`src/rtl/bds_pkg.sv`:
```
// Shared constants, register indexes and stage types for the 2x2 box downscaler.
package bds_pkg;

   // Largest supported source side, as a base-two logarithm
   localparam int MAX_WIDTH_LOG2 = 12;

   // Widths of configuration, counters and line buffer addressing
   localparam int LOG2_W     = 4;
   localparam int CNT_W      = MAX_WIDTH_LOG2;
   localparam int SLOT_W     = MAX_WIDTH_LOG2 - 1;
   localparam int LINE_DEPTH = 1 << SLOT_W;

   // Pixel and pair-sum layout
   localparam int CHANNELS = 4;
   localparam int CHAN_W   = 8;
   localparam int PIX_W    = CHANNELS * CHAN_W;
   localparam int PAIR_W   = CHAN_W + 1;
   localparam int LINE_W   = CHANNELS * PAIR_W;

   // Configuration port
   localparam int CSR_INDEX_W = 4;
   localparam logic [CSR_INDEX_W-1:0] REG_WIDTH_LOG2  = CSR_INDEX_W'(0);
   localparam logic [CSR_INDEX_W-1:0] REG_HEIGHT_LOG2 = CSR_INDEX_W'(1);

   localparam logic [LOG2_W-1:0] MAX_LOG2_CFG = LOG2_W'(MAX_WIDTH_LOG2);
   localparam logic [LOG2_W-1:0] LOG2_RESET   = LOG2_W'(1);

   // Control carried with a pixel from the input stage to the averaging stage
   typedef struct packed {
      logic emit;    // this transaction produces a result
      logic err;     // image is 1x1
      logic two_d;   // 2x2 block mode, otherwise pair mode
      logic last;    // final result of the frame
   } bds_ctl_type;

endpackage

```
`src/rtl/bds_average.sv`:
```
// Averaging stage: per-channel pair or 2x2 averages into the result register.
module bds_average (
   input  logic                      clock,
   input  logic                      reset,
   input  logic                      s1_valid,
   input  bds_pkg::bds_ctl_type      s1_ctl,
   input  logic [bds_pkg::PIX_W-1:0] s1_left,
   input  logic [bds_pkg::PIX_W-1:0] s1_pix,
   input  logic [bds_pkg::LINE_W-1:0] above,
   output logic                      s1_advance,
   output logic                      rsp_tvalid,
   input  logic                      rsp_tready,
   output logic [bds_pkg::PIX_W-1:0] rsp_tdata,
   output logic                      rsp_tlast,
   output logic                      rsp_tuser
);
   import bds_pkg::*;

   logic             rsp_valid_ff, rsp_valid_in;
   logic [PIX_W-1:0] rsp_data_ff, rsp_data_in;
   logic             rsp_last_ff, rsp_last_in;
   logic             rsp_user_ff, rsp_user_in;
   logic             load;
   logic [PIX_W-1:0] avg;

   // Pass on when the stage emits nothing, or when the result slot is free or being emptied
   assign s1_advance = !s1_ctl.emit || !rsp_valid_ff || rsp_tready;
   assign load       = s1_valid && s1_ctl.emit && (!rsp_valid_ff || rsp_tready);

   // Per-channel averages, truncating
   always_comb begin
      logic [PAIR_W-1:0] pair;
      logic [PAIR_W:0]   quad;
      for (int c = 0; c < CHANNELS; c++) begin
         pair = {1'b0, s1_left[c*CHAN_W +: CHAN_W]} + {1'b0, s1_pix[c*CHAN_W +: CHAN_W]};
         quad = {1'b0, above[c*PAIR_W +: PAIR_W]} + {1'b0, pair};
         if (s1_ctl.err) begin
            avg[c*CHAN_W +: CHAN_W] = '0;
         end else if (s1_ctl.two_d) begin
            avg[c*CHAN_W +: CHAN_W] = quad[PAIR_W:2];
         end else begin
            avg[c*CHAN_W +: CHAN_W] = pair[PAIR_W-1:1];
         end
      end
   end

   // Result register
   always_comb begin
      rsp_valid_in = load ? 1'b1 : (rsp_tready ? 1'b0 : rsp_valid_ff);
      rsp_data_in  = load ? avg : rsp_data_ff;
      rsp_last_in  = load ? (s1_ctl.last && !s1_ctl.err) : rsp_last_ff;
      rsp_user_in  = load ? s1_ctl.err : rsp_user_ff;
   end

   always_ff @(posedge clock) begin
      if (reset) begin
         rsp_valid_ff <= 1'b0;
      end else begin
         rsp_valid_ff <= rsp_valid_in;
      end
   end

   always_ff @(posedge clock) begin
      rsp_data_ff <= rsp_data_in;
      rsp_last_ff <= rsp_last_in;
      rsp_user_ff <= rsp_user_in;
   end

   assign rsp_tvalid = rsp_valid_ff;
   assign rsp_tdata  = rsp_data_ff;
   assign rsp_tlast  = rsp_last_ff;
   assign rsp_tuser  = rsp_user_ff;

endmodule
```
`config.mk`:
```
export PLATFORM = sky130hd
export DESIGN_NAME = bds_average
export DESIGN_NICKNAME = d
export VERILOG_FILES = /design/src/rtl/bds_pkg.sv /design/src/rtl/bds_average.sv
export SDC_FILE = /design/constraint.sdc
export NUM_CORES = 1
export LEC_CHECK = 0
export BUFFER_PORTS_ARGS = -buffer_cell sky130_fd_sc_hd__buf_2
export CAP_MARGIN = 20
export CORE_MARGIN = 2
export CORE_UTILIZATION = 41
export CTS_BUF_LIST = sky130_fd_sc_hd__clkbuf_16
export CTS_CLUSTER_SIZE = 30
export DETAILED_ROUTE_END_ITERATION = 7
export PLACE_DENSITY_LB_ADDON = 0.3
export SKIP_LAST_GASP = 1
export SYNTH_ARGS = -nofsm -noshare
export SYNTH_HDL_FRONTEND = slang
export SYNTH_SLANG_ARGS = --single-unit
```
`constraint.sdc`:
```
create_clock -name clock -period 3.82 [get_ports clock]
set_input_delay 0.382 -clock clock [delete_from_list [all_inputs] [get_ports clock]]
set_output_delay 0.382 -clock clock [all_outputs]
set_load 0.05 [all_outputs]
```
# Yosys cells after proc, flatten, opt, wreduce, memory -nomap -nowiden

Cells that the tools add are included.

Bits in registers: 35
Bits of input ports: 108
Output and inout port bits: 36
Word-level logic and storage cells: 28

$add $sub $neg: 8
Mux-type cells: 6
Reduce and logical (&&, ||, !) cells: 10

Operator list:

| operator          | number |
|---|---|
| $add 9x9->10      | 4 |
| $add 8x8->9       | 4 |
| $mux 8            | 4 |
| $logic_and 1x1->1 | 3 |
| $logic_not 1->1   | 3 |
| $logic_or 1x1->1  | 3 |
| $mux 1            | 2 |
| $reduce_bool 2->1 | 1 |

# Logic depth before layout (Yosys ltp)

Depth in word-level cells: 4
Depth in mapped cells: 12
Mapped depth without buffers: 12

# Worst setup path after synthesis

No wires, ideal clock.

Kind: input -> register
Start: input port s1_left[24] (netlist name)
End: register rsp_data_ff[30], in the netlist rsp_tdata[30] (data pin)
Library setup time: 0.254 ns
Arrival time: 2.985 ns
Required time: 3.566 ns
Slack: 0.581 ns
Stages: 11
Buffers on the path: 0
Path through: ha_1 fa_1 a21oi_1 o221ai_1 xor2_1 ha_1 and2_4 a221o_1 a221oi_2 mux2i_1 a21bo_1

Word-level cells in the longest chain between the ends: 3

RTL lines:

| element              | line              | text |
|---|---|---|
| from (decl)          | bds_average.sv:7  | `input logic [bds_pkg::PIX_W-1:0] s1_left,` |
| $add 8x8->9 (*)      | bds_average.sv:35 | `pair = {1'b0, s1_left[c*CHAN_W +: CHAN_W]} + {1'b0, s1_pix[c*CHAN_W +: CHAN_W]};` |
| $add 9x9->10         | bds_average.sv:36 | `quad = {1'b0, above[c*PAIR_W +: PAIR_W]} + {1'b0, pair};` |
| $mux 8 (*)           | bds_average.sv:39 | `end else if (s1_ctl.two_d) begin` |
| to (signal assigned) | bds_average.sv:64 | `rsp_data_ff <= rsp_data_in;` |
| to (decl)            | bds_average.sv:20 | `logic [PIX_W-1:0] rsp_data_ff, rsp_data_in;` |

Every way passes the cells marked *; elsewhere a longest branch is shown, timed or not.
A chain may end at the register's enable or synchronous reset.

# Final worst setup path

Ends and elaborated chain as after synthesis.

==> results.md <==
* Status: finished, final reports clean
* Die Height at 101 um
* Ys flop type: edfxtp_1
* Reg2Reg Depth at 2
* Max Clock Skew at 0.00170 ns
* DIE AREA at 10300 sq um
* Total grt overflow at 0
* Pwr per Cell Area at 365 nW/um^2
* Synthesized net count at 582
* Most frequent cells in the layout: buf_2, ha_1, edfxtp_1
* Final wirelength at 9100 um
* Setup_tns at 0 ns
* Starting Density at 0.421
* Post-Syn Area at 3890 sq um
* # hold bufs at CTS at 0
* Post-synth EDFFs at 34
* Max stage delay on crit path at 0.42 ns
* Fin worst setup slack at 0.526 ns
* Post-DP HPWL at 7680 um
* Max Clock Freq at 0.304 GHz
* Yosys warns at 0
* Top-area cell type share of the netlist area at 0.263
* Worst VDD drop at 0.164 mV
* Most common cell after layout, fill and taps aside: buf_2
* Antenna cells at 0
* I/O pin count at 144
* H-tree levels at 2
* Ys async rst share at 0
* Slew Limit Fails at 0
* Maximum clock path buffer count at 2
* FF+latch area at 1040 sq um
* Crit-path most repeated cell: ha_1
* Maxcap violations at 0
* TritonCTS clock tree: yes
* CP endpoint kind: register
* TritonCTS Buffers at 5
* Setup Buffers After CTS at 0
* RSZ-0062 raised after global routing: no
* Hold_ws at 0.257 ns
* GPL Wtd Cong at 0.813
* Iter 0 DRT Violations at 80
* First-pass GRT wire length at 15000 um
* Vias per inst at 5.35
* Crit-path cells: buf_2, ha_1, fa_1, a21oi_1, o221ai_1, xor2_1, ha_1, and2_4, a221o_1, a221oi_2, mux2i_1, a21bo_1
* Synth area leaders: edfxtp_1, ha_1, xor2_1
* Clock transition at the registers of the reported paths at 0.05 ns
* Reg-to-reg slack, setup at 2.20 ns
* Setup Crit Path Kind: in2reg
* Finished Cell Area at 4900 sq um
* Area leader, netlist: edfxtp_1
* Vias in the first global route at 3481
* Initial antenna violation count at 0
* Arr. time, crit path at 3.33 ns
* Port bufs at 143
* Filler cell count at 849
* Clock Root Buffer: clkbuf_16
* Critical Path Start Type: input pin
* DRC violations left at 0
* Post-CTS Resized at 0
* Mean post-synth cell area at 9.67 sq um
* Slew margin rel. at 0.361
* Final nets at 728
* Final count of hold timing violations at 0
* Pleak at 2.31 nW
* Cells after Synth at 402
* Core Util, Final at 0.531
* Crit Path Max Fanout at 4
* Largest net degree at the start of global routing at 35
* Pre-CTS setup slack at 0.255 ns
* Worst skew pair latency at 0.27 ns
* Tcrit/Tclk final at 0.862
* Via count at 3626
* Area added between synthesis and finish at 26.2%
* HP Class: in2reg
* 1st-pass router iterations at 4
* Die Wd at 101 um
* Total global-route track usage at 0.179
* Area of the core at 9240 sq um
* Number of antenna-violating nets in the routed design at 0
* Worst Tran Pin Value at 0.957 ns
* Final min period at 3.29 ns
* Number of distinct library cells after synthesis at 58
* Share of layout cells above drive strength 1 at 0.302
* Wirelength per Cell at 13.4 um
* Flops & latches, synth at 35
* CP max-delay cell: fa_1
* Placement-stage cell area at 4760 sq um
* Area of the multi-input gates at 2730 sq um
* Hold path depth at 2
* Number of core rows at 35
* Worst EP required at 3.85 ns
* Seq/Total Area, Yosys at 0.268
* Num Clock Sinks at 35
* Endpoints failing setup at 0
-- where the power goes --
part	switching, mW	internal [mW]	leakage [nW]
clock	0.146	0.237	0.0710
sequential	0.00654	0.469	0.329
combinational	0.539	0.390	1.91
-- synth_stat cells (all sizes together) (4+ instances only) --
| cell | n |
|---|---|
| a221oi | 4 |
| o21bai | 7 |
| edfxtp | 34 |
| xnor2 | 19 |
| nor2 | 28 |
| a22o | 6 |
| buf | 6 |
| a31oi | 7 |
| nor3 | 8 |
| xor2 | 20 |
| o21ai | 23 |
| a211oi | 13 |
| inv | 26 |
| a22oi | 5 |
| nand2 | 16 |
| a221o | 5 |
| mux2i | 5 |
| fa | 4 |
| nand2b | 7 |
| a21o | 8 |
| nand3 | 11 |
| a21oi | 24 |
| ha | 68 |
-- logic make-up after synthesis --
group                      count (synthesis)  share of synthesized area
AOI/OAI and AO/OA                        130                      0.250
xor gates and xnor gates                  39                     0.0879
adders and majority gates                 72                      0.240
buffers and inverters                     33                     0.0328
DFF                                       35                      0.268
muxes                                      5                     0.0129
and+or+nand+nor                           88                      0.109
-- per-stage QoR --
stage | power [mW] | std cells
floorplan | 1.20 | 402
global placement | 1.38 | 670
detailed placement | 1.41 | 670
CTS | 1.80 | 678
global route | 1.92 | 678
finish | 1.79 | 678
-- area by class of cell --
cell class | count | share of cell area
Inverter | 26 | 0.0199
Clock inverter | 3 | 0.00332
Tap cell | 129 | 0.0329
Multi-Input combinational cell | 334 | 0.556
Clock buffer | 5 | 0.0255
Timing Repair Buffer | 146 | 0.151
Sequential cell | 35 | 0.212
-- metal layers --
| layer | global-route usage | up-vias | part of all wire |
|---|---|---|---|
| met1 | 0.213 | 1670 | 0.41 |
| met5 | 0 | - | 0 |
| met4 | 0.0530 | 0 | 0.015 |
| met2 | 0.332 | 105 | 0.52 |
| met3 | 0.0269 | 12 | 0.050 |
| li1 | - | 1839 | - |
-- final timing paths --
kind,startpoint,to
max,s1_left[24],rsp_tdata[30]
min,reset,rsp_tvalid
max reg2reg,rsp_tvalid,rsp_tdata[0]
min reg2reg,rsp_tvalid,rsp_tvalid
-- state kept, by name (all words and copies together), names as in the netlist --
signal	count
rsp_tlast	1
rsp_tdata	32
rsp_tvalid	1
rsp_tuser	1
-- critical path, delay by kind of cell --
| family | cells | cell delay [ns] |
|---|---|---|
| buffers and inverters | 1 | 0.10 |
| AND/OR/NAND/NOR | 1 | 0.16 |
| XOR/XNOR | 1 | 0.18 |
| multiplexers | 1 | 0.20 |
| AO/OA/AOI/OAI | 5 | 1.30 |
| adder cells (fa/ha/maj) | 3 | 0.98 |
Note: power is estimated with default switching activity, not from simulation.
