**config.mk**
```make
export PLATFORM = sky130hd
export DESIGN_NAME = bds_front
export DESIGN_NICKNAME = d
export VERILOG_FILES = /design/src/rtl/bds_pkg.sv /design/src/rtl/bds_front.sv
export SDC_FILE = /design/constraint.sdc
export NUM_CORES = 1
export LEC_CHECK = 0
export ABC_AREA = 1
export BUFFER_PORTS_ARGS = -buffer_cell sky130_fd_sc_hd__clkbuf_2
export CAP_MARGIN = 10
export CELL_PAD_IN_SITES_DETAIL_PLACEMENT = 1
export CELL_PAD_IN_SITES_GLOBAL_PLACEMENT = 2
export CORE_MARGIN = 1.5
export CORE_UTILIZATION = 33
export CTS_CLUSTER_SIZE = 10
export DETAILED_ROUTE_END_ITERATION = 8
export PLACE_DENSITY_LB_ADDON = 0.1
export SLEW_MARGIN = 30
export SYNTH_ARGS = -nofsm -noshare
export SYNTH_HDL_FRONTEND = slang
export SYNTH_SLANG_ARGS = --single-unit
```
**constraint.sdc**
```tcl
create_clock -name clock -period 5.6 [get_ports clock]
set_clock_uncertainty 0.15 [all_clocks]
set_input_delay 0.28 -clock clock [delete_from_list [all_inputs] [get_ports clock]]
set_output_delay 0.28 -clock clock [all_outputs]
set_load 0.01 [all_outputs]
```
**src/rtl/bds_pkg.sv**
```systemverilog
// Shared constants, register indexes and stage types for the 2x2 box downscaler.
package bds_pkg;

   // Largest supported source side, as a base-two logarithm
   localparam int MAX_WIDTH_LOG2 = 12;

   // Widths of configuration, counters and line buffer addressing
   localparam int LOG2_W     = 4;
   localparam int CNT_W      = MAX_WIDTH_LOG2;
   localparam int SLOT_W     = MAX_WIDTH_LOG2 - 1;
   localparam int LINE_DEPTH = 1 << SLOT_W;

   // Pixel and pair-sum layout
   localparam int CHANNELS = 4;
   localparam int CHAN_W   = 8;
   localparam int PIX_W    = CHANNELS * CHAN_W;
   localparam int PAIR_W   = CHAN_W + 1;
   localparam int LINE_W   = CHANNELS * PAIR_W;

   // Configuration port
   localparam int CSR_INDEX_W = 4;
   localparam logic [CSR_INDEX_W-1:0] REG_WIDTH_LOG2  = CSR_INDEX_W'(0);
   localparam logic [CSR_INDEX_W-1:0] REG_HEIGHT_LOG2 = CSR_INDEX_W'(1);

   localparam logic [LOG2_W-1:0] MAX_LOG2_CFG = LOG2_W'(MAX_WIDTH_LOG2);
   localparam logic [LOG2_W-1:0] LOG2_RESET   = LOG2_W'(1);

   // Control carried with a pixel from the input stage to the averaging stage
   typedef struct packed {
      logic emit;    // this transaction produces a result
      logic err;     // image is 1x1
      logic two_d;   // 2x2 block mode, otherwise pair mode
      logic last;    // final result of the frame
   } bds_ctl_type;

endpackage

```
**src/rtl/bds_front.sv**
```systemverilog
// Input stage: configuration, raster counters, left pixel and line buffer access.
module bds_front (
   input  logic                            clock,
   input  logic                            reset,
   input  logic                            req_tvalid,
   output logic                            req_tready,
   input  logic [bds_pkg::PIX_W-1:0]       req_tdata,
   input  logic                            csr_valid,
   output logic                            csr_ready,
   input  logic [bds_pkg::CSR_INDEX_W-1:0] csr_index,
   input  logic [bds_pkg::LOG2_W-1:0]      csr_data,
   input  logic                            s1_advance,
   output logic                            s1_valid,
   output bds_pkg::bds_ctl_type            s1_ctl,
   output logic [bds_pkg::PIX_W-1:0]       s1_left,
   output logic [bds_pkg::PIX_W-1:0]       s1_pix,
   output logic                            line_wr_en,
   output logic [bds_pkg::SLOT_W-1:0]      line_wr_addr,
   output logic [bds_pkg::LINE_W-1:0]      line_wr_data,
   output logic                            line_rd_en,
   output logic [bds_pkg::SLOT_W-1:0]      line_rd_addr
);
   import bds_pkg::*;

   logic [LOG2_W-1:0] width_log2_ff, width_log2_in;
   logic [LOG2_W-1:0] height_log2_ff, height_log2_in;
   logic [CNT_W-1:0]  column_count_ff, column_count_in;
   logic [CNT_W-1:0]  row_count_ff, row_count_in;
   logic [PIX_W-1:0]  left_pixel_ff, left_pixel_in;
   logic              s1_valid_ff, s1_valid_in;
   bds_ctl_type       s1_ctl_ff, s1_ctl_in;
   logic [PIX_W-1:0]  s1_left_ff, s1_left_in;
   logic [PIX_W-1:0]  s1_pix_ff, s1_pix_in;

   logic [LOG2_W-1:0] wl, hl;
   logic [CNT_W-1:0]  wmask, hmask, col, row;
   logic              accept, csr_write, restart;
   logic              err, one_d, two_d, last, store_left, emit;

   assign csr_ready = 1'b1;
   assign csr_write = csr_valid && csr_ready;
   assign restart   = csr_write &&
                      (csr_index == REG_WIDTH_LOG2 || csr_index == REG_HEIGHT_LOG2);

   assign req_tready = !s1_valid_ff || s1_advance;
   assign accept     = req_tvalid && req_tready;

   // Clamp oversized sides and derive the raster position
   assign wl    = (width_log2_ff > MAX_LOG2_CFG) ? MAX_LOG2_CFG : width_log2_ff;
   assign hl    = (height_log2_ff > MAX_LOG2_CFG) ? MAX_LOG2_CFG : height_log2_ff;
   assign wmask = ~({CNT_W{1'b1}} << wl);
   assign hmask = ~({CNT_W{1'b1}} << hl);
   assign col   = column_count_ff & wmask;
   assign row   = row_count_ff & hmask;
   assign last  = (col == wmask) && (row == hmask);

   // Classify the pixel
   assign err        = (wl == '0) && (hl == '0);
   assign one_d      = !err && ((wl == '0) || (hl == '0));
   assign two_d      = !err && !one_d;
   assign store_left = (one_d && !(col[0] ^ row[0])) || (two_d && !col[0]);
   assign emit       = err || (one_d && (col[0] ^ row[0])) || (two_d && col[0] && row[0]);

   // Line buffer: even row stores pair sums, odd row fetches them
   assign line_wr_en   = accept && two_d && col[0] && !row[0];
   assign line_wr_addr = col[CNT_W-1:1];
   assign line_rd_en   = accept && two_d && col[0] && row[0];
   assign line_rd_addr = col[CNT_W-1:1];

   always_comb begin
      for (int c = 0; c < CHANNELS; c++) begin
         line_wr_data[c*PAIR_W +: PAIR_W] =
            {1'b0, left_pixel_ff[c*CHAN_W +: CHAN_W]} + {1'b0, req_tdata[c*CHAN_W +: CHAN_W]};
      end
   end

   // Next state of configuration, counters and left pixel
   always_comb begin
      width_log2_in   = width_log2_ff;
      height_log2_in  = height_log2_ff;
      column_count_in = column_count_ff;
      row_count_in    = row_count_ff;
      left_pixel_in   = left_pixel_ff;
      if (restart) begin
         case (csr_index)
            REG_WIDTH_LOG2:  width_log2_in  = csr_data;
            REG_HEIGHT_LOG2: height_log2_in = csr_data;
            default:         ;
         endcase
         column_count_in = '0;
         row_count_in    = '0;
         left_pixel_in   = '0;
      end else if (accept && !err) begin
         if (store_left) begin
            left_pixel_in = req_tdata;
         end
         if (col == wmask) begin
            column_count_in = '0;
            row_count_in    = (row == hmask) ? '0 : row + CNT_W'(1);
         end else begin
            column_count_in = col + CNT_W'(1);
            row_count_in    = row;
         end
      end
   end

   // Stage register towards the averaging stage
   always_comb begin
      s1_valid_in = accept ? 1'b1 : (s1_advance ? 1'b0 : s1_valid_ff);
      s1_ctl_in   = s1_ctl_ff;
      s1_left_in  = s1_left_ff;
      s1_pix_in   = s1_pix_ff;
      if (accept) begin
         s1_ctl_in.emit  = emit;
         s1_ctl_in.err   = err;
         s1_ctl_in.two_d = two_d;
         s1_ctl_in.last  = last;
         s1_left_in      = left_pixel_ff;
         s1_pix_in       = req_tdata;
      end
   end

   always_ff @(posedge clock) begin
      if (reset) begin
         width_log2_ff   <= LOG2_RESET;
         height_log2_ff  <= LOG2_RESET;
         column_count_ff <= '0;
         row_count_ff    <= '0;
         left_pixel_ff   <= '0;
         s1_valid_ff     <= 1'b0;
         s1_ctl_ff       <= '0;
      end else begin
         width_log2_ff   <= width_log2_in;
         height_log2_ff  <= height_log2_in;
         column_count_ff <= column_count_in;
         row_count_ff    <= row_count_in;
         left_pixel_ff   <= left_pixel_in;
         s1_valid_ff     <= s1_valid_in;
         s1_ctl_ff       <= s1_ctl_in;
      end
   end

   // Payload needs no reset
   always_ff @(posedge clock) begin
      s1_left_ff <= s1_left_in;
      s1_pix_ff  <= s1_pix_in;
   end

   assign s1_valid = s1_valid_ff;
   assign s1_ctl   = s1_ctl_ff;
   assign s1_left  = s1_left_ff;
   assign s1_pix   = s1_pix_ff;

endmodule

```
-- Yosys cells after proc, flatten, opt, wreduce, memory -nomap -nowiden
Cells that the tools add are included.
- register bits: 133
- input port bits: 45
- output and inout port bits: 131
- word-level logic and storage cells: 73
- $add $sub $neg: 6
- magnitude comparators: 2
- equal/unequal tests: 3
- shift operators: 2
- muxes and demuxes: 7
- bitwise gates (word level): 5
- reductions and logical operators: 36
- operators by type and width (kind ; number):
    $add 8x8->9 ; 4
    $mux 12 ; 3
    $add 12x1->12 const B ; 2
    $and 12x12->12 ; 2
    $eq 12x12->1 ; 2
    $not 12->12 ; 2
    $shl 12x4->12 const A ; 2
    $logic_and 1x1->1 ; 16
    $logic_not 4->1 ; 3
    $gt 4x4->1 const B ; 2
    $mux 4 ; 2
    $logic_not 1->1 ; 6
    $logic_or 1x1->1 ; 6
    $reduce_and 2->1 ; 3
    $eq 4x1->1 const B ; 1
    $mux 1 ; 2
    $reduce_bool 2->1 ; 1
    $reduce_or 2->1 ; 1
    $xor 1x1->1 ; 1

-- Depth between registers and ports, before layout
Gate-level depths: netlist of the first run.
- depth in word-level cells: 11
- depth in mapped cells: 14
- depth with buffers taken out: 14

-- Least setup slack after synthesis of the first run
OpenSTA, ideal clock, no wires.
- path kind: reg-to-reg
- start: register s1_valid_ff, in the netlist s1_valid
- end: register s1_ctl_ff (netlist bit s1_ctl[3])
- library setup time: 0.077 ns
- arrival: 2.276 ns
- required time: 5.373 ns
- slack: 3.097 ns
- cell stages (with the launch flop): 6
- buffers on the path: 0
- period minus slack after synthesis: 2.503 ns
- cells stage by stage: dfxtp_1 > nand2_1 > nand2_1 > inv_1 > o21ai_0 > a31oi_1
- longest elaborated chain between the ends: 3
- ends and longest elaborated chain (item ; line ; text):
    from (decl) ; bds_front.sv:30 ; logic s1_valid_ff, s1_valid_in;
    from (signal assigned) ; bds_front.sv:138 ; s1_valid_ff <= s1_valid_in;
    $logic_not 1->1 ; bds_front.sv:45 ; assign req_tready = !s1_valid_ff || s1_advance;
    $logic_or 1x1->1 ; bds_front.sv:45 ;
    named net req_tready ; bds_front.sv:6 ; output logic req_tready,
    $logic_and 1x1->1 ; bds_front.sv:46 ; assign accept = req_tvalid && req_tready;
    named net accept ; bds_front.sv:37 ; logic accept, csr_write, restart;
    to (signal assigned) ; bds_front.sv:139 ; s1_ctl_ff <= s1_ctl_in;
    to (decl) ; bds_front.sv:31 ; bds_ctl_type s1_ctl_ff, s1_ctl_in;
The timed path passes the listed nets, and every way through them passes these cells.
A chain may end at the register's enable or synchronous reset.

-- Final worst setup path of the first run
- start: register height_log2_ff[3]
- end: register column_count_ff[8]
- longest elaborated chain between the ends: 6
- ends and longest elaborated chain (item ; line ; text):
    from (decl) ; bds_front.sv:26 ; logic [LOG2_W-1:0] height_log2_ff, height_log2_in;
    from (signal assigned) ; bds_front.sv:134 ; height_log2_ff <= height_log2_in;
    $gt 4x4->1 ; bds_front.sv:50 ; assign hl = (height_log2_ff > MAX_LOG2_CFG) ? MAX_LOG2_CFG : height_log2_ff;
    $mux 4 (*) ; bds_front.sv:50 ;
    $logic_not 4->1 (*) ; bds_front.sv:58 ; assign err = (wl == '0) && (hl == '0);
    $logic_and 1x1->1 (*) ; bds_front.sv:58 ;
    named net err ; bds_front.sv:38 ; logic err, one_d, two_d, last, store_left, emit;
    $logic_not 1->1 (*) ; bds_front.sv:93 ; end else if (accept && !err) begin
    $logic_and 1x1->1 (*) ; bds_front.sv:93 ;
    to (signal assigned) ; bds_front.sv:135 ; column_count_ff <= column_count_in;
    to (decl) ; bds_front.sv:27 ; logic [CNT_W-1:0] column_count_ff, column_count_in;
Mark *: on every way through the listed nets, which the timed path passes. The rest lies on a longest branch.

==> impl_metrics.ini, run 1 <==
[synthesis]
synthesis.instances = 795
post_synth_net_total = 880
synth_async_sr_flop_share = 0
postSynthAreaPerCell_sq_um = 8.598
synth_compound_area_frac = 0.1036
yosys-mux-area-fraction = 0
yosys.cell_types.count = 41
synth_fa_ha_area_frac = 0.07761
dominant_combinational_cell_family_by_area_after_synthesis = simple AND/OR/NAND/NOR gates
ys_ff_latch = 133
synth_area_sq_um = 6835
ys_dominant_reg_cell = sky130_fd_sc_hd__dfxtp_1
yosys.area_share.xor_xnor = 0.02947
yosysWarnings = 0
synth_enable_flop_cells = 64
synth_simple_gate_area_frac = 0.2228
synth_sequential_area_ratio = 0.4833

[finish]
nets = 1080
fillCellCount = 2469
layout_commonest_cell = sky130_fd_sc_hd__nand2_1
most_frequent_cells_in_the_layout = sky130_fd_sc_hd__nand2_1 (190), sky130_fd_sc_hd__clkbuf_2 (174), sky130_fd_sc_hd__a21oi_1 (84), sky130_fd_sc_hd__inv_1 (83), sky130_fd_sc_hd__nand3_1 (72)
post_route_cells_drive_above_1_share = 0.2431
antenna_cells_inserted = 0
layout-area-overhead-vs-synth_pct = 28.89

[sta]
timing_hold_violations_final = 0
rsz0062_at_grt = no
setup-violations-final = 0
worst-slew-pin-transition_ns = 0.8641
timing.slew.headroom = 0.4204
setup_ws_ns = 1.527
fin_crit_ns = 4.073
tns_ns = 0
timing.fmax_ghz = 0.2455
fin_crit_sh = 0.7273
slew_viol_final = 0
timing.hold.ws_ns = 0.02283

[worst_setup_path]
cp_max_fo = 38
rr_startpoint = height_log2_ff[3]
arrival_ns = 4.26
worstPathCellList = inv_2 -> nand2_4 -> nor2_2 -> nand2_2 -> inv_1 -> ha_1 -> nor2_4 -> buf_4 -> clkinv_1 -> nor2_1 -> nand3_1 -> a21oi_1
critPathSlowestCell = sky130_fd_sc_hd__nor2_1
regToRegSetupSlack_ns = 1.53
cp.required_ns = 5.79
critPathLaunchType = register
endpoint_kind = register
r2r-end = column_count_ff[8]
cp_slowest_stage_delay_ns = 0.84
timing.setup.critical_path_class = reg2reg
worstRegToRegCells = 12

[route]
vias = 6140
final_antenna_net_count = 0
dr.first_iter.drc_count = 208
detail_route.vias_per_cell = 4.804
drt-pass1-iter-count = 4
drc_errors = 0
detail_route.wl_per_cell_um = 16.10
final_wirelength_mm = 20.58

[floorplanning]
floorplan.rows = 52
coreArea_sq_um = 20300
io_pins = 176
start_util = 0.3367
die_x_um = 146.9
design.die.area_sq_um = 21590
die_height_um = 146.9

[clocking]
cts_resized = 0
clock_latency_ns = 0.42
ctsHtreeMaxLevel = 4
cts-buffers-inserted = 17
numClockSinks = 133
tritoncts = done
clk_root_buffer_cell = sky130_fd_sc_hd__clkbuf_16
clk_path_buf_depth = 2
clk_pin_slew_ns = 0.06

[placement]
place_ws_ns = 1.451
hpwl_mm = 15.28
globalplace.congestion = 0.8424
io_buffer_count = 174

[power_and_ir_drop]
powerDensity_nw_per_um2 = 302.7
total_power_mw = 2.667
max-vdd-ir-drop_uv = 211.3
p_leak_nw = 4.043

[global_route]
number_of_global_route_vias_before_repair = 6336
track_usage = 0.1917
antenna_violations_before_repair = 0
grt_overflow = 0
grt_first_pass_wirelength_mm = 32.60
grt_max_degree = 51

[min_path]
hold_path_depth = 3
timing.hold.worst.class = in2reg
timing.hold.worst.start = csr_data[3]
hold-path-endpoint = width_log2_ff[3]

[outcome]
outcome = completed

[run]
maxCapViolCount = 0
[how the worst max path moves through the flow]
| stage | start | to | slack [ns] | cells after the start |
|---|---|---|---|---|
| global placement | height_log2_ff[3] | column_count_ff[8] | 1.63 | 12 |
| global route | height_log2_ff[3] | column_count_ff[8] | 1.10 | 12 |
| CTS | height_log2_ff[3] | column_count_ff[8] | 1.45 | 12 |
| floorplan | s1_valid | s1_ctl[3] | 3.10 | 5 |
| finish | height_log2_ff[3] | column_count_ff[8] | 1.53 | 12 |
| detailed placement | height_log2_ff[3] | column_count_ff[8] | 1.45 | 12 |
[synth_stat cells, types with 10 or more instances]
cell                         n  area, sq um
sky130_fd_sc_hd__a21oi_1    84        420.4
sky130_fd_sc_hd__buf_4      14        105.1
sky130_fd_sc_hd__dfxtp_1    69         1381
sky130_fd_sc_hd__edfxtp_1   64         1922
sky130_fd_sc_hd__ha_1       36        450.4
sky130_fd_sc_hd__inv_1      84        315.3
sky130_fd_sc_hd__nand2_1   190        713.2
sky130_fd_sc_hd__nand3_1    72        360.4
sky130_fd_sc_hd__nand4_1    10        62.56
sky130_fd_sc_hd__nor2_1     39        146.4
sky130_fd_sc_hd__o21ai_0    28        140.1
sky130_fd_sc_hd__xnor2_1    10        87.58
sky130_fd_sc_hd__xor2_1     13        113.9
[flip-flops by register name, summed over array words and instances (netlist names)]
signal           count
row_count_ff        12
s1_valid             1
column_count_ff     12
height_log2_ff       4
s1_left             32
left_pixel_ff       32
width_log2_ff        4
s1_pix              32
s1_ctl               4
[metrics by stage]
step	cells	utilization	instance area, sq um
global placement	1211	0.3878	7871
floorplan	795	-	6835
finish	1278	0.4340	8810
detailed placement	1211	0.3878	7871
global route	1278	0.4340	8810
CTS	1278	0.4340	8810
[repair_timing]
action | in CTS | in global routing
hold buffers | 35 | 0
hold endpoints to repair | 39 | 0
buffers inserted | 0 | 0
[critical path: cells and delay by family, from the launching register on]
family | cells | cell delay (ns)
AO/OA/AOI/OAI | 1 | 0.17
adder cells (fa/ha/maj) | 1 | 0.21
buffers and inverters | 4 | 1.48
flip-flops | 1 | 0.58
AND/OR/NAND/NOR | 6 | 1.37
[cell type report]
cell class	instances	area (sq um)	share of cell area
well taps	270	337.8	0.03835
clock inverters	14	148.9	0.01690
repair buffers	213	1251	0.1420
clock buffers	18	439.2	0.04985
multi-input cells	536	2974	0.3376
flip-flops and latches	133	3303	0.3749
inverters	94	355.3	0.04034
[per-layer routing]
layer,global-route usage,part of all wire,vias up
li1,-,-,3033
met1,0.2354,0.44,2947
met2,0.3458,0.51,144
met3,0.02826,0.042,16
met4,0.05950,0.012,0
met5,0,0,-
[cells by family after synthesis]
group | Yosys count
compound gates | 132
fa+ha+maj | 40
simple gates | 340
other cells | 1
xor+xnor | 23
buf+inv | 126
flops | 133
[where the power goes]
group	switching, mW	internal (mW)
clock	0.450	0.672
sequential	0.0300	1.08
combinational	0.271	0.162
total	0.752	1.92
Note: power is estimated with default switching activity, not from simulation.
==> inputs of run 2 (changes only) <==
CORE_UTILIZATION = 28   (was 33)
clock period = 3.6 ns   (was 5.6 ns; I/O delays follow)
==> impl_metrics.ini, run 2 (same netlist as run 1, synthesis figures left out) <==
[sta]
timing.hold.ws_ns = 0.01392
rsz0062_at_grt = no
setup-violations-final = 0
tns_ns = 0
timing.fmax_ghz = 0.3510
worst-slew-pin-transition_ns = 0.9007
fin_crit_sh = 0.7914
timing_hold_violations_final = 0
fin_crit_ns = 2.849
slew_viol_final = 0
timing.slew.headroom = 0.3973

[floorplanning]
die_x_um = 159.2
start_util = 0.2886
io_pins = 176
floorplan.rows = 56
coreArea_sq_um = 23680
design.die.area_sq_um = 25360
die_height_um = 159.2

[finish]
final-instance-count-excl-fill = 1335
multi_input_comb_area_sq_um = 2974
most_frequent_cells_in_the_layout = sky130_fd_sc_hd__nand2_1 (190), sky130_fd_sc_hd__clkbuf_2 (174), sky130_fd_sc_hd__a21oi_1 (84), sky130_fd_sc_hd__inv_1 (83), sky130_fd_sc_hd__nand3_1 (72)
fillCellCount = 2845
post_route_cells_drive_above_1_share = 0.2431
layout.area.seq_sq_um = 3303
antenna_cells_inserted = 0
layout_commonest_cell = sky130_fd_sc_hd__nand2_1
nets = 1088
layout-area-overhead-vs-synth_pct = 31.06

[power_and_ir_drop]
p_clk_frac = 0.425
total_power_mw = 4.178
p_leak_nw = 4.063
share_seq_of_total_power = 0.413
total_switching_power_mw = 1.176
sw_frac_of_total = 0.2814
pwr-share-comb = 0.162
max-vdd-ir-drop_uv = 258.2
powerDensity_nw_per_um2 = 466.3
p_int_mw = 3.002

[worst_setup_path]
arrival_ns = 2.99
cpLargestDelayFamily = simple AND/OR/NAND/NOR gates
rr_startpoint = height_log2_ff[3]
path_depth = 11
regToRegSetupSlack_ns = 0.75
critPathSlowestCell = sky130_fd_sc_hd__dfxtp_1
timing.setup.critical_path_class = reg2reg
path_buf_inv = 3
cp_slowest_stage_delay_ns = 0.61
cp.required_ns = 3.74
timing.critical_path.to = left_pixel_ff[1]
worstPathCellList = inv_2 -> nand2_4 -> nor2_2 -> nand2_2 -> inv_1 -> ha_1 -> nor2_4 -> buf_4 -> nand2_4 -> o21ai_0 -> a21oi_1
crit_start = height_log2_ff[3]
r2r-end = left_pixel_ff[1]
endpoint_kind = register
critical_path.most_common_cell = sky130_fd_sc_hd__nand2_4
cp_max_fo = 37
critPathLaunchType = register
worstRegToRegCells = 11

[placement]
dpl.cell_count = 1262
globalplace.congestion = 0.7827
hpwl_mm = 15.51
io_buffer_count = 174

[clocking]
cts-buffers-inserted = 17
ctsHtreeMaxLevel = 4
clock_latency_ns = 0.42
post_cts.repair.setup_buffers = 0
cts_resized = 0
numClockSinks = 133
clk_pin_slew_ns = 0.06
tritoncts = done
clk_root_buffer_cell = sky130_fd_sc_hd__clkbuf_16
clk_path_buf_depth = 2

[outcome]
outcome = completed

[route]
detail_route.wirelength.met1_mm = 10.07
final_wirelength_mm = 20.91
detail_route.wl_per_cell_um = 15.66
vias = 5973
detail_route.vias_per_cell = 4.474
wl_met2_mm = 9.717
drc_errors = 0
top_layer = met4
route.met3.wl_um = 767
final_antenna_net_count = 0
drt-pass1-iter-count = 4
dr.first_iter.drc_count = 188

[global_route]
track_usage = 0.1695
grt_first_pass_wirelength_mm = 33.91
antenna_violations_before_repair = 0
number_of_global_route_vias_before_repair = 6198
grt_max_degree = 53
grt_overflow = 0

[run]
maxCapViolCount = 0

[min_path]
timing.hold.worst.class = in2reg
run 2: cell type report:
type / instances / area share
Clock buffer: 19 / 0.05056
Clock inverter: 13 / 0.01648
Inverter: 94 / 0.03966
Multi-Input combinational cell: 536 / 0.3320
Sequential cell: 133 / 0.3687
Tap cell: 319 / 0.04455
Timing Repair Buffer: 221 / 0.1480
run 2: power groups by stage:
stage          combinational [mW]  clock, mW  sequential, mW
2_1_floorplan               0.363          0            1.78
3_3_place_gp                0.656          0            1.76
3_5_place_dp                0.657          0            1.76
4_1_cts                     0.692       1.82            1.73
5_1_grt                     0.761       1.87            1.74
6_report                    0.675       1.78            1.73
run 2: repair_timing:
action | 4_1_cts | 5_1_grt
endpoints found under the hold margin | 73 | 0
setup endpoints to repair | 0 | 0
hold buffers | 41 | 0
run 2: per-layer routing:
metal,GRT usage,vias to the layer above
li1,-,3048
met1,0.2240,2780
met2,0.2805,129
met3,0.02735,16
met4,0.05875,0
met5,0,-
run 2: per-stage QoR:
stage                     cell area [sq um]    util  setup slack (ns)
after floorplan                        6835       -             1.097
after global placement                 7948  0.3356            0.7711
after detailed placement               7948  0.3356            0.7129
after CTS                              8959  0.3783            0.6963
after global routing                   8959  0.3783            0.4743
final                                  8959  0.3783            0.7510
run 2: worst reg2reg max path: stages, from the launching register on:
cell and delay [ns]:
sky130_fd_sc_hd__dfxtp_1 0.61, sky130_fd_sc_hd__inv_2 0.17, sky130_fd_sc_hd__nand2_4 0.14, sky130_fd_sc_hd__nor2_2 0.04
sky130_fd_sc_hd__nand2_2 0.10, sky130_fd_sc_hd__inv_1 0.05, sky130_fd_sc_hd__ha_1 0.20, sky130_fd_sc_hd__nor2_4 0.11
sky130_fd_sc_hd__buf_4 0.44, sky130_fd_sc_hd__nand2_4 0.37, sky130_fd_sc_hd__o21ai_0 0.28, sky130_fd_sc_hd__a21oi_1 0.06
run 2: how the worst min path moves through the flow:
stage	from	to	slack, ns	depth (start not counted)
after floorplan	reset	s1_ctl[1]	0.1	1
after CTS	s1_advance	s1_valid	0.02	4
final	s1_advance	s1_valid	0.01	4
after detailed placement	req_tdata[13]	s1_pix[13]	0.25	1
after global routing	s1_advance	s1_valid	0.04	4
after global placement	req_tdata[27]	s1_pix[27]	0.25	1
